===== config.mk =====
export PLATFORM = sky130hd
export DESIGN_NAME = console_line_editor_command_match_top
export DESIGN_NICKNAME = d
export VERILOG_FILES = /design/src/cle_pkg.sv /design/src/cle_ram.sv /design/src/console_line_editor_command_match_top.sv
export VERILOG_INCLUDE_DIRS = /design/src /design/src/src
export SDC_FILE = /design/constraint.sdc
export NUM_CORES = 1
export LEC_CHECK = 0
export BUFFER_PORTS_ARGS = -buffer_cell sky130_fd_sc_hd__buf_2
export CAP_MARGIN = 20
export CELL_PAD_IN_SITES_DETAIL_PLACEMENT = 1
export CELL_PAD_IN_SITES_GLOBAL_PLACEMENT = 1
export CORE_ASPECT_RATIO = 1.1
export CORE_MARGIN = 3
export CORE_UTILIZATION = 55
export CTS_CLUSTER_DIAMETER = 120
export DETAILED_ROUTE_END_ITERATION = 8
export PLACE_DENSITY_LB_ADDON = 0.1
export SLEW_MARGIN = 30
export SYNTH_ARGS = -nofsm -noshare
export SYNTH_HDL_FRONTEND = slang
export SYNTH_SLANG_ARGS = --single-unit

===== constraint.sdc =====
create_clock -name clk -period 8.17 [get_ports clk]
set_input_delay 2.0425 -clock clk [delete_from_list [all_inputs] [get_ports clk]]
set_output_delay 2.0425 -clock clk [all_outputs]
set_load 0.005 [all_outputs]

===== src/assert_macros.svh =====
// assertion macros, used by the rtl top file
// expects clk and rst_n in the scope of use
`ifndef ASSERT_MACROS_SVH
`define ASSERT_MACROS_SVH

// condition holds at every edge out of reset
`define ASSERT_ALWAYS(label, cond, msg) \
    label: assert property (@(posedge clk) disable iff (!rst_n) (cond)) \
    else $error(msg);

// antecedent implies consequent in the same cycle
`define ASSERT_IMPLIES(label, ante, cons, msg) \
    label: assert property (@(posedge clk) disable iff (!rst_n) (ante) |-> (cons)) \
    else $error(msg);

// antecedent implies consequent in the next cycle
`define ASSERT_NEXT(label, ante, cons, msg) \
    label: assert property (@(posedge clk) disable iff (!rst_n) (ante) |=> (cons)) \
    else $error(msg);

`endif


===== src/cle_pkg.sv =====
// types and constants of the console line editor with command match
// no dependencies
package cle_pkg;

    localparam int NUM_KEYS = 7;
    localparam int KEY_MAX  = 8;

    localparam logic [1:0] KIND_ECHO    = 2'd0;
    localparam logic [1:0] KIND_KNOWN   = 2'd1;
    localparam logic [1:0] KIND_UNKNOWN = 2'd2;

    localparam logic [7:0] CH_BS    = 8'h08;
    localparam logic [7:0] CH_LF    = 8'h0A;
    localparam logic [7:0] CH_CR    = 8'h0D;
    localparam logic [7:0] CH_SP    = 8'h20;
    localparam logic [7:0] CH_DEL   = 8'h7F;
    localparam logic [7:0] CH_ZERO  = 8'h00;

    // keyword text, zero padded, in command index order
    localparam logic [7:0] KEY_TEXT [NUM_KEYS][KEY_MAX] = '{
        '{"h", "e", "l", "p", CH_ZERO, CH_ZERO, CH_ZERO, CH_ZERO},
        '{"p", "s", CH_ZERO, CH_ZERO, CH_ZERO, CH_ZERO, CH_ZERO, CH_ZERO},
        '{"t", "o", "p", CH_ZERO, CH_ZERO, CH_ZERO, CH_ZERO, CH_ZERO},
        '{"t", "i", "c", "k", CH_ZERO, CH_ZERO, CH_ZERO, CH_ZERO},
        '{"m", "e", "m", "s", "t", "a", "t", CH_ZERO},
        '{"s", "e", "m", "s", "t", "a", "t", CH_ZERO},
        '{"q", "u", "i", "t", CH_ZERO, CH_ZERO, CH_ZERO, CH_ZERO}
    };

    localparam logic [2:0] KEY_LEN [NUM_KEYS] = '{3'd4, 3'd2, 3'd3, 3'd4, 3'd7, 3'd7, 3'd4};

    typedef enum logic [3:0] {
        S_IDLE,
        S_ECHO,
        S_BS1,
        S_BS2,
        S_BS3,
        S_LF,
        S_TOK,
        S_SPC,
        S_RES
    } cle_state_t;

endpackage


===== src/cle_ram.sv =====
// generic single-write, single-read ram with registered read data
// no dependencies
module cle_ram #(
    parameter int WIDTH = 8,
    parameter int DEPTH = 128
) (
    input  logic                     clk,
    input  logic                     we,
    input  logic [$clog2(DEPTH)-1:0] waddr,
    input  logic [WIDTH-1:0]         wdata,
    input  logic [$clog2(DEPTH)-1:0] raddr,
    output logic [WIDTH-1:0]         rdata
);

    logic [WIDTH-1:0] mem [DEPTH];

    always_ff @(posedge clk)
    begin
        if (we)
        begin
            mem[waddr] <= wdata;
        end
        rdata <= mem[raddr];
    end

endmodule


===== src/console_line_editor_command_match_top.sv =====
// console line editor: line ram, fill count and end-of-line keyword match
// depends on cle_pkg, cle_ram and assert_macros.svh
//
// Takes one console byte per word and keeps the line in a LINE_DEPTH-byte ram.
// A printable byte, if the line has room, gives one echo word; an erase on a
// non-empty line gives three echo words (BS, space, BS). A line end gives an LF
// echo word and, for a non-empty line, a command word after a scan that reads one
// line byte per cycle from the ram read port: the token, then the spaces after it.
// Input is taken again as soon as the last word of a byte is in the output
// register.
`include "assert_macros.svh"

module console_line_editor_command_match_top
    import cle_pkg::*;
#(
    parameter int LINE_DEPTH  = 128,
    parameter int TOKEN_LIMIT = 16
) (
    input  logic       clk,
    input  logic       rst_n,
    input  logic       in_valid,
    output logic       in_ready,
    input  logic [7:0] rx_byte,
    output logic       out_valid,
    input  logic       out_ready,
    output logic [1:0] kind,
    output logic [7:0] echo_byte,
    output logic [2:0] command_index,
    output logic [6:0] args_start,
    output logic [6:0] line_length,
    output logic       last
);

    localparam int AW = $clog2(LINE_DEPTH);

    cle_state_t state_reg, state_next;

    logic [AW-1:0]       fill_reg, fill_next;
    logic [AW-1:0]       len_reg, len_next;
    logic [AW-1:0]       pos_reg, pos_next;
    logic [NUM_KEYS-1:0] match_reg, match_next;
    logic [7:0]          echo_reg, echo_next;

    logic       out_valid_reg, out_valid_next;
    logic [1:0] out_kind_reg, out_kind_next;
    logic [7:0] out_echo_reg, out_echo_next;
    logic [2:0] out_idx_reg, out_idx_next;
    logic [6:0] out_args_reg, out_args_next;
    logic [6:0] out_len_reg, out_len_next;
    logic       out_last_reg, out_last_next;

    logic          ram_we;
    logic [AW-1:0] ram_raddr;
    logic [7:0]    ram_rdata;

    logic slot_free;
    logic is_erase, is_eol, is_print, has_room;
    logic at_end, is_space, tok_end, skip_space;
    logic emit, e_last;
    logic [1:0] e_kind;
    logic [7:0] e_echo;
    logic [2:0] e_idx;
    logic [6:0] e_args, e_len;
    logic       any_hit;
    logic [2:0] hit_idx;

    cle_ram #(
        .WIDTH (8),
        .DEPTH (LINE_DEPTH)
    ) u_line_ram (
        .clk   (clk),
        .we    (ram_we),
        .waddr (fill_reg),
        .wdata (rx_byte),
        .raddr (ram_raddr),
        .rdata (ram_rdata)
    );

    assign in_ready      = (state_reg == S_IDLE);
    assign slot_free     = !out_valid_reg || out_ready;
    assign out_valid     = out_valid_reg;
    assign kind          = out_kind_reg;
    assign echo_byte     = out_echo_reg;
    assign command_index = out_idx_reg;
    assign args_start    = out_args_reg;
    assign line_length   = out_len_reg;
    assign last          = out_last_reg;

    assign is_erase   = (rx_byte == CH_BS) || (rx_byte == CH_DEL);
    assign is_eol     = (rx_byte == CH_CR) || (rx_byte == CH_LF);
    assign is_print   = (rx_byte >= CH_SP) && (rx_byte < CH_DEL);
    assign has_room   = 32'(fill_reg) < LINE_DEPTH - 1;
    assign at_end     = (pos_reg == len_reg);
    assign is_space   = (ram_rdata == CH_SP);
    assign tok_end    = at_end || (32'(pos_reg) == TOKEN_LIMIT - 1) || is_space;
    assign skip_space = !at_end && is_space;
    assign ram_we     = in_valid && in_ready && is_print && has_room;
    assign ram_raddr  = (state_reg == S_TOK || state_reg == S_SPC) ? pos_reg + AW'(1) : '0;

    // first keyword hit
    always_comb
    begin
        any_hit = 1'b0;
        hit_idx = 3'd0;
        for (int k = NUM_KEYS - 1; k >= 0; k--)
        begin
            if (match_reg[k])
            begin
                any_hit = 1'b1;
                hit_idx = 3'(k);
            end
        end
    end

    // next state
    always_comb
    begin
        state_next = state_reg;
        case (state_reg)
            S_IDLE:
            begin
                if (in_valid)
                begin
                    if (is_erase && fill_reg != '0)
                    begin
                        state_next = S_BS1;
                    end
                    else if (is_eol)
                    begin
                        state_next = S_LF;
                    end
                    else if (is_print && has_room)
                    begin
                        state_next = S_ECHO;
                    end
                end
            end
            S_ECHO: if (slot_free) state_next = S_IDLE;
            S_BS1:  if (slot_free) state_next = S_BS2;
            S_BS2:  if (slot_free) state_next = S_BS3;
            S_BS3:  if (slot_free) state_next = S_IDLE;
            S_LF:   if (slot_free) state_next = (len_reg == '0) ? S_IDLE : S_TOK;
            S_TOK:  if (tok_end) state_next = skip_space ? S_SPC : S_RES;
            S_SPC:  if (at_end || !is_space) state_next = S_RES;
            S_RES:  if (slot_free) state_next = S_IDLE;
            default: state_next = S_IDLE;
        endcase
    end

    // datapath and output words
    always_comb
    begin
        fill_next  = fill_reg;
        len_next   = len_reg;
        pos_next   = pos_reg;
        match_next = match_reg;
        echo_next  = echo_reg;
        emit       = 1'b0;
        e_kind     = KIND_ECHO;
        e_echo     = CH_ZERO;
        e_idx      = 3'd0;
        e_args     = 7'd0;
        e_len      = 7'd0;
        e_last     = 1'b0;
        case (state_reg)
            S_IDLE:
            begin
                if (in_valid)
                begin
                    if (is_erase)
                    begin
                        if (fill_reg != '0)
                        begin
                            fill_next = fill_reg - AW'(1);
                        end
                    end
                    else if (is_eol)
                    begin
                        len_next   = fill_reg;
                        fill_next  = '0;
                        pos_next   = '0;
                        match_next = '1;
                    end
                    else if (is_print && has_room)
                    begin
                        fill_next = fill_reg + AW'(1);
                        echo_next = rx_byte;
                    end
                end
            end
            S_ECHO:
            begin
                emit   = 1'b1;
                e_echo = echo_reg;
                e_last = 1'b1;
            end
            S_BS1:
            begin
                emit   = 1'b1;
                e_echo = CH_BS;
            end
            S_BS2:
            begin
                emit   = 1'b1;
                e_echo = CH_SP;
            end
            S_BS3:
            begin
                emit   = 1'b1;
                e_echo = CH_BS;
                e_last = 1'b1;
            end
            S_LF:
            begin
                emit   = 1'b1;
                e_echo = CH_LF;
                e_last = (len_reg == '0);
            end
            S_TOK:
            begin
                if (tok_end)
                begin
                    for (int k = 0; k < NUM_KEYS; k++)
                    begin
                        match_next[k] = match_reg[k] && (32'(pos_reg) == 32'(KEY_LEN[k]));
                    end
                    if (skip_space)
                    begin
                        pos_next = pos_reg + AW'(1);
                    end
                end
                else
                begin
                    for (int k = 0; k < NUM_KEYS; k++)
                    begin
                        match_next[k] = match_reg[k] && (32'(pos_reg) < KEY_MAX)
                                        && (ram_rdata == KEY_TEXT[k][3'(pos_reg)]);
                    end
                    pos_next = pos_reg + AW'(1);
                end
            end
            S_SPC:
            begin
                if (!at_end && is_space)
                begin
                    pos_next = pos_reg + AW'(1);
                end
            end
            S_RES:
            begin
                emit   = 1'b1;
                e_kind = any_hit ? KIND_KNOWN : KIND_UNKNOWN;
                e_idx  = any_hit ? hit_idx : 3'd0;
                e_args = 7'(pos_reg);
                e_len  = 7'(len_reg);
                e_last = 1'b1;
            end
            default:
            begin
                emit = 1'b0;
            end
        endcase
    end

    // output register
    always_comb
    begin
        out_valid_next = out_valid_reg && !out_ready;
        out_kind_next  = out_kind_reg;
        out_echo_next  = out_echo_reg;
        out_idx_next   = out_idx_reg;
        out_args_next  = out_args_reg;
        out_len_next   = out_len_reg;
        out_last_next  = out_last_reg;
        if (emit && slot_free)
        begin
            out_valid_next = 1'b1;
            out_kind_next  = e_kind;
            out_echo_next  = e_echo;
            out_idx_next   = e_idx;
            out_args_next  = e_args;
            out_len_next   = e_len;
            out_last_next  = e_last;
        end
    end

    always_ff @(posedge clk or negedge rst_n)
    begin
        if (!rst_n)
        begin
            state_reg     <= S_IDLE;
            fill_reg      <= '0;
            out_valid_reg <= 1'b0;
        end
        else
        begin
            state_reg     <= state_next;
            fill_reg      <= fill_next;
            out_valid_reg <= out_valid_next;
        end
    end

    always_ff @(posedge clk)
    begin
        len_reg      <= len_next;
        pos_reg      <= pos_next;
        match_reg    <= match_next;
        echo_reg     <= echo_next;
        out_kind_reg <= out_kind_next;
        out_echo_reg <= out_echo_next;
        out_idx_reg  <= out_idx_next;
        out_args_reg <= out_args_next;
        out_len_reg  <= out_len_next;
        out_last_reg <= out_last_next;
    end

    `ASSERT_ALWAYS(a_fill_room, 32'(fill_reg) < LINE_DEPTH, "line fill beyond line depth")
    `ASSERT_IMPLIES(a_scan_bound, (state_reg == S_TOK || state_reg == S_SPC), pos_reg <= len_reg, "scan position past line length")
    `ASSERT_IMPLIES(a_cmd_last, out_valid_reg && out_kind_reg != KIND_ECHO, out_last_reg, "command word not marked last")
    `ASSERT_NEXT(a_write_echo, ram_we, state_reg == S_ECHO, "stored byte not followed by its echo")

endmodule


After elaboration in Yosys (flattened, before gate mapping)

Memory sizes are Yosys's and may differ from the RTL's. A register that Yosys moved wholly into a read port is not among the register bits.
Cells that the tools add are included.

Bitwise operators: 5
Equality and inequality tests: 37
Mux-type cells: 63
$lt $le $gt $ge: 5
Add/subtract/negate cells: 3
Reductions and logical operators: 59

Operator list:

| kind                                                                   | count |
|---|---|
| 8-bit 2-to-1 mux                                                       | 14 |
| 7-bit 2-to-1 mux                                                       | 14 |
| 8-bit == test                                                          | 7 |
| 4-bit 2-to-1 mux                                                       | 11 |
| 8-bit one-hot mux with 4 select lines                                  | 1 |
| 1-bit logical AND                                                      | 30 |
| 4-bit one-hot mux with 7 select lines                                  | 1 |
| 8-bit by 4-bit == test with 1-bit output (second input constant)       | 3 |
| 7-bit one-hot mux with 3 select lines                                  | 1 |
| 4-bit by 3-bit == test with 1-bit output (second input constant)       | 4 |
| 4-bit AND reduction                                                    | 4 |
| 7-bit by 1-bit adder with 7-bit output (second input constant)         | 2 |
| 7-bit by 2-bit == test with 1-bit output (second input constant)       | 2 |
| 7-bit by 3-bit == test with 1-bit output (second input constant)       | 2 |
| 7-bit one-hot mux with 2 select lines                                  | 1 |
| 1-bit 2-to-1 mux                                                       | 12 |
| 3-bit 2-to-1 mux                                                       | 4 |
| 2-bit inequality test (second input constant)                          | 6 |
| 6-bit OR reduction                                                     | 2 |
| 4-bit by 2-bit == test with 1-bit output (second input constant)       | 2 |
| 8-bit by 6-bit == test with 1-bit output (second input constant)       | 1 |
| 8-bit by 7-bit == test with 1-bit output (second input constant)       | 1 |
| 8-bit by 6-bit >= comparator with 1-bit output (second input constant) | 1 |
| 8-bit by 7-bit < comparator with 1-bit output (second input constant)  | 1 |
| other kinds (26)                                                       | 45 |

Bits in writable memories: 1024
Bits in registers: 69
Bits in read-only memories: 448
Output and inout bits: 30
Input port bits: 12
Memories kept: 8
Word-level logic and storage cells: 195

Memory list:

| name             | words | width | rd ports | clocked after Yosys merged registers in | wr ports | line                                         | source |
|---|---|---|---|---|---|---|---|
| u_line_ram.mem   | 128   | 8     | 1        | 1                                       | 1        | cle_ram.sv:15                                | `logic [WIDTH-1:0] mem [DEPTH];` |
| (name not given) | 8     | 8     | 1        | 0                                       | 0        | console_line_editor_command_match_top.sv:237 | `&& (ram_rdata == KEY_TEXT[k][3'(pos_reg)]);` |
| (name not given) | 8     | 8     | 1        | 0                                       | 0        | console_line_editor_command_match_top.sv:237 |  |
| (name not given) | 8     | 8     | 1        | 0                                       | 0        | console_line_editor_command_match_top.sv:237 |  |
| (name not given) | 8     | 8     | 1        | 0                                       | 0        | console_line_editor_command_match_top.sv:237 |  |
| (name not given) | 8     | 8     | 1        | 0                                       | 0        | console_line_editor_command_match_top.sv:237 |  |
| +2 memories      | -     | -     | -        | -                                       | -        | -                                            |  |

Depth between registers and ports, before layout

Depth in word-level cells: 9
Depth in mapped cells: 17

Cells and area by module

A second synthesis with hierarchy kept.

Cells, all modules: 2069
Area total of the unflattened synthesis: 43905.9 µm²

By module, submodules not included:

| module                                | times used | area an instance (µm²) | seq. area each (µm²) | cells each |
|---|---|---|---|---|
| cle_ram                               | 1          | 39665.5                | 30909.6              | 1635 |
| console_line_editor_command_match_top | 1          | 4240.3                 | 2011.9               | 434 |

Worst setup path before layout

OpenSTA, ideal clock, no wires.

Kind: in2reg
Start: in rx_byte[4]
End: mem u_line_ram.mem[31][0] (enable)
Setup slack: 4123 ps
Arrival: 3653 ps
Library setup time: 395 ps
Buffers on the path: 1
Stages on the path: 6
Cell sequence: nand4_1 nor3_1 nor4_1 nand3_1 buf_2 nor4_1

Word-level cells in the longest chain between the ends: 6

RTL lines:

| item                                                                                                            | line                                        | source |
|---|---|---|
| start, declared                                                                                                 | console_line_editor_command_match_top.sv:23 | `input logic [7:0] rx_byte,` |
| 8-bit by 6-bit >= comparator with 1-bit output or 8-bit by 7-bit < comparator with 1-bit output (tied branches) | console_line_editor_command_match_top.sv:91 | `assign is_print = (rx_byte >= CH_SP) && (rx_byte < CH_DEL);` |
| 1-bit logical AND *                                                                                             | console_line_editor_command_match_top.sv:91 |  |
| 1-bit logical AND * (2 in series)                                                                               | console_line_editor_command_match_top.sv:97 | `assign ram_we = in_valid && in_ready && is_print && has_room;` |
| 1-bit 2-to-1 mux *                                                                                              | cle_ram.sv:19                               | `if (we)` |
| 1-bit 2-to-1 mux (implied by the code) *                                                                        | cle_ram.sv:21                               | `mem[waddr] <= wdata;` |
| end, declared                                                                                                   | cle_ram.sv:15                               |  |

Mark *: on every way between the ends. The rest lies on a longest branch, timed or not.

Final worst setup path

Start: reg pos_reg[1]
End: reg u_line_ram.rdata[7] (read register of u_line_ram.mem)

Word-level cells in the longest chain between the ends: 2

RTL lines:

| item                                   | line                                         | source |
|---|---|---|
| start, declared                        | console_line_editor_command_match_top.sv:40  | `logic [AW-1:0] pos_reg, pos_next;` |
| start signal, assigned                 | console_line_editor_command_match_top.sv:306 | `pos_reg <= pos_next;` |
| 7-bit by 1-bit adder with 7-bit output | console_line_editor_command_match_top.sv:98  | `assign ram_raddr = (state_reg == S_TOK \|\| state_reg == S_SPC) ? pos_reg + AW'(1) : '0;` |
| 7-bit 2-to-1 mux                       | console_line_editor_command_match_top.sv:98  |  |
| end, declared                          | cle_ram.sv:12                                | `output logic [WIDTH-1:0] rdata` |

Every way passes these cells.
A chain may end at the register's enable or synchronous reset.

==> results by group <==
Worst setup path
  • Max incr delay on CP: 0.77 ns
  • Crit start category: flop
  • CP Class: flop to flop
  • Nature of the critical path endpoint: flop
  • Reg-to-Reg Start: pos_reg[1]
  • Worst Path Max Fanout: 48
  • WP data required: 8.78 ns
  • CP delay by family, top: compound AO/OA/AOI/OAI gates
  • CP bufs+invs: 3
  • CP arrival: 6.28 ns
  • Slowest stage cell on the critical path: and4b_4
  • Cell Chain, Critical Path: ha_1 > inv_1 > ha_4 > buf_4 > and4b_4 > buf_4 > nand2_1 > a31oi_1 > o22ai_1 > o41ai_1 > a31oi_1 > a22oi_1
  • Worst R2R Path Depth: 12
  • Register-to-Register Setup Slack: 2.50 ns
  • Worst R2R End: u_line_ram.rdata[7]

Routing
  • DR pass1 iterations: 6
  • Routed Antenna Nets: 0
  • Vias per inst: 6.73
  • DR WL/cell: 33.1 µm
  • Routed wire length: 141,000 µm
  • DR iter-0 viols: 3,637
  • DRC Markers: 0
  • Vias: 28,700

Power
  • Design Power: 13.0 mW
  • Pwr Density: 260 nW/µm²
  • Maximum vdd drop: 0.184 mV
  • Leakage power: 16.3 nW

Global routing
  • Total track usage: 32.9%
  • Vias in the first global route: 29,900
  • Global-route wire length before repair: 205,000 µm
  • Antenna violations before repair: 5
  • Remaining global-route overflow: 0
  • Largest net degree at the start of global routing: 107

Clock tree
  • CTS tree: built
  • Number of H-tree levels: 3
  • TritonCTS Buffers: 109
  • # resized after CTS: 0
  • Clk slew on worst S/H paths: 0.06 ns
  • CTS Buffer Depth: 3
  • Root buf cell: clkbuf_16
  • TritonCTS Sinks: 1,101
  • Clk Latency, worst-skew pair: 0.69 ns
  • Hold_buf cts: 0
  • Setup Fix Bufs, Post-CTS: 0

Final layout
  • Register area: 32,900 µm²
  • Max reg flops: 1,024
  • # nets final: 3,137
  • Footprint of the multi-input gates: 11,500 µm²
  • N_diodes: 0
  • Layout cells sized above 1: 12.5%
  • Fillers: 7,391
  • Final core occ: 61.6%
  • Largest Register: u_line_ram.mem
  • Synth-to-Final Area Change: 10.1%

Placement
  • Count of buffers from port buffering: 41
  • Pre-CTS setup slack: 2.27 ns
  • Routability cong.: 0.938
  • DPL Wire Length: 90,100 µm

Timing
  • Max-slew violations: 0
  • Worst-margin pin slew: 1.04 ns
  • Worst slew margin: 28.8%
  • Tmin final: 5.67 ns
  • Final period utilization: 69.4%
  • RSZ-0062 raised after global routing: false
  • Clock Skew: 0.0263 ns
  • Setup TNS: 0 ns
  • Fmax: 176 MHz
  • Hold WS: 0.563 ns
  • Final Hold Vio Count: 0
  • Worst setup margin: 2.50 ns
  • Final Setup Violations: 0

Floorplan
  • Starting Density: 56.0%
  • Total die area: 86,100 µm²
  • Core Region: 81,100 µm²
  • I/O pins: 42
  • Die Y: 307 µm
  • Die Span X: 280 µm
  • Rows: 109

Flow run
  • Total of max-cap violations: 0

Hold path
  • Hold crit path type: flop to flop
  • WHS Endpoint: out_valid
  • Hold Crit Start: out_valid
  • Hold Path Stages: 2

Synthesis
  • EDFF count, synth: 1,081
  • Sequential cell area fraction in the yosys report: 72.5%
  • Synth Cell Area: 45,400 µm²
  • Distinct cells, synth: 94
  • Syn Inst Count: 3,087
  • Synth area leaders: edfxtp_1, nand2_1, mux2i_1, mux4_2, nand3_1
  • Post-synth top flop: edfxtp_1
  • Post-synthesis average cell area: 14.7 µm²
  • Synth area leader: edfxtp_1
  • Ys async rst share: 1.09%
  • Yosys reg bits: 1,101
  • Synth top area share: 71.5%
  • Yosys warnings: 0

Run status
  • Run status: completed
## per-stage QoR
stage	instances	area, µm²
finish	4258	50000
floorplan	3094	45500
CTS	4258	50000
global route	4258	50000
detailed placement	4056	46600
global placement	4055	46600
## kinds of logic (layout without fill, tap and decap cells)
| family | Yosys count | in the layout | share of synthesized area (%) |
|---|---|---|---|
| buffers and inverters | 227 | 337 | 2.58 |
| muxes | 218 | 218 | 6.26 |
| AOI/OAI and AO/OA | 528 | 528 | 8.02 |
| adders and majority gates | 12 | 12 | 0.331 |
| xor gates and xnor gates | 27 | 27 | 0.537 |
| DFF | 1101 | 1101 | 72.5 |
| and+or+nand+nor | 973 | 973 | 9.79 |
| other | 1 | 8 | 0.00826 |
## layer usage
| layer | routed length, µm | up-vias | global-route usage [%] | share of wire [%] |
|---|---|---|---|---|
| met4 | 8730 | 4 | 17.7 | 6.2 |
| met5 | 73 | - | 0 | 0.052 |
| met2 | 66800 | 1502 | 52.5 | 47 |
| li1 | - | 12000 | - | - |
| met1 | 53500 | 14800 | 43.2 | 38 |
| met3 | 11900 | 352 | 6.23 | 8.5 |
## Yosys cell counts, drive strengths merged (6+ instances only)
cell type  instances
clkbuf            62
and2              29
ha                12
inv               18
o22a              13
edfxtp          1081
nand2            439
dfrtp             12
a31oi             71
or3                9
xor2               9
a32oi             13
nand3            150
dfxtp              8
xnor2             18
nor3b              7
nor2             183
mux4              48
o221ai            31
nor3              60
a22oi             22
a31o               9
mux2i            133
nand2b             6
nand4             17
o2111ai            6
o21ai             79
o22ai             44
a21oi             88
a211oi            37
or2                8
o211ai            23
nor4              17
nor2b             19
a221oi            28
a2111oi           13
buf              147
mux2              37
## cells in the final DEF (no fill, tap or decap), drive strengths merged, types with 12 or more instances in the layout
master / instances
edfxtp: 1081
nand2: 439
nor2: 183
nand3: 150
clkbuf: 138
mux2i: 133
buf: 117
a21oi: 88
o21ai: 79
a31oi: 71
nor3: 60
mux4: 48
clkinv: 48
o22ai: 44
a211oi: 37
mux2: 37
o221ai: 31
and2: 29
a221oi: 28
o211ai: 23
a22oi: 22
inv: 22
nor2b: 19
xnor2: 18
nand4: 17
nor4: 17
o22a: 13
a32oi: 13
a2111oi: 13
dfrtp: 12
ha: 12
## area by class of cell
cell class	instances	share of cell area [%]
Inverter	18	0.135
Clock inverter	64	1.03
Timing Repair Buffer	117	1.71
Clock buffer	138	5.76
Multi-Input combinational cell	1766	22.9
Sequential cell	1101	65.8
Tap cell	1054	2.64
## worst max path at each step
| stage | startpoint | to | cells after the start |
|---|---|---|---|
| 3_5_place_dp | rx_byte[5] | u_line_ram.mem[124][0] | 7 |
| 3_3_place_gp | rx_byte[5] | u_line_ram.mem[124][0] | 7 |
| 5_1_grt | pos_reg[1] | u_line_ram.rdata[7] | 12 |
| 6_report | pos_reg[1] | u_line_ram.rdata[7] | 12 |
| 2_1_floorplan | rx_byte[4] | u_line_ram.mem[31][0] | 6 |
| 4_1_cts | pos_reg[1] | u_line_ram.rdata[7] | 12 |
## worst reg2reg max path, delay by kind of cell (launching register included)
kind / cells / cell delay [ns]
AO/OA/AOI/OAI: 5 / 1.38
buffers and inverters: 3 / 1.43
flip-flops: 1 / 0.73
AND/OR/NAND/NOR: 2 / 1.02
adder cells (fa/ha/maj): 2 / 1.03
## power by group
group          switching (mW)  internal (mW)  total, mW  leakage (nW)
Sequential              0.177           6.36       6.54          9.96
Combinational            1.14          0.472       1.62          4.68
Clock                    2.14           2.71       4.85          1.65
Total                    3.47           9.54       13.0          16.3
No activity file was read; power rests on OpenSTA's default activity.
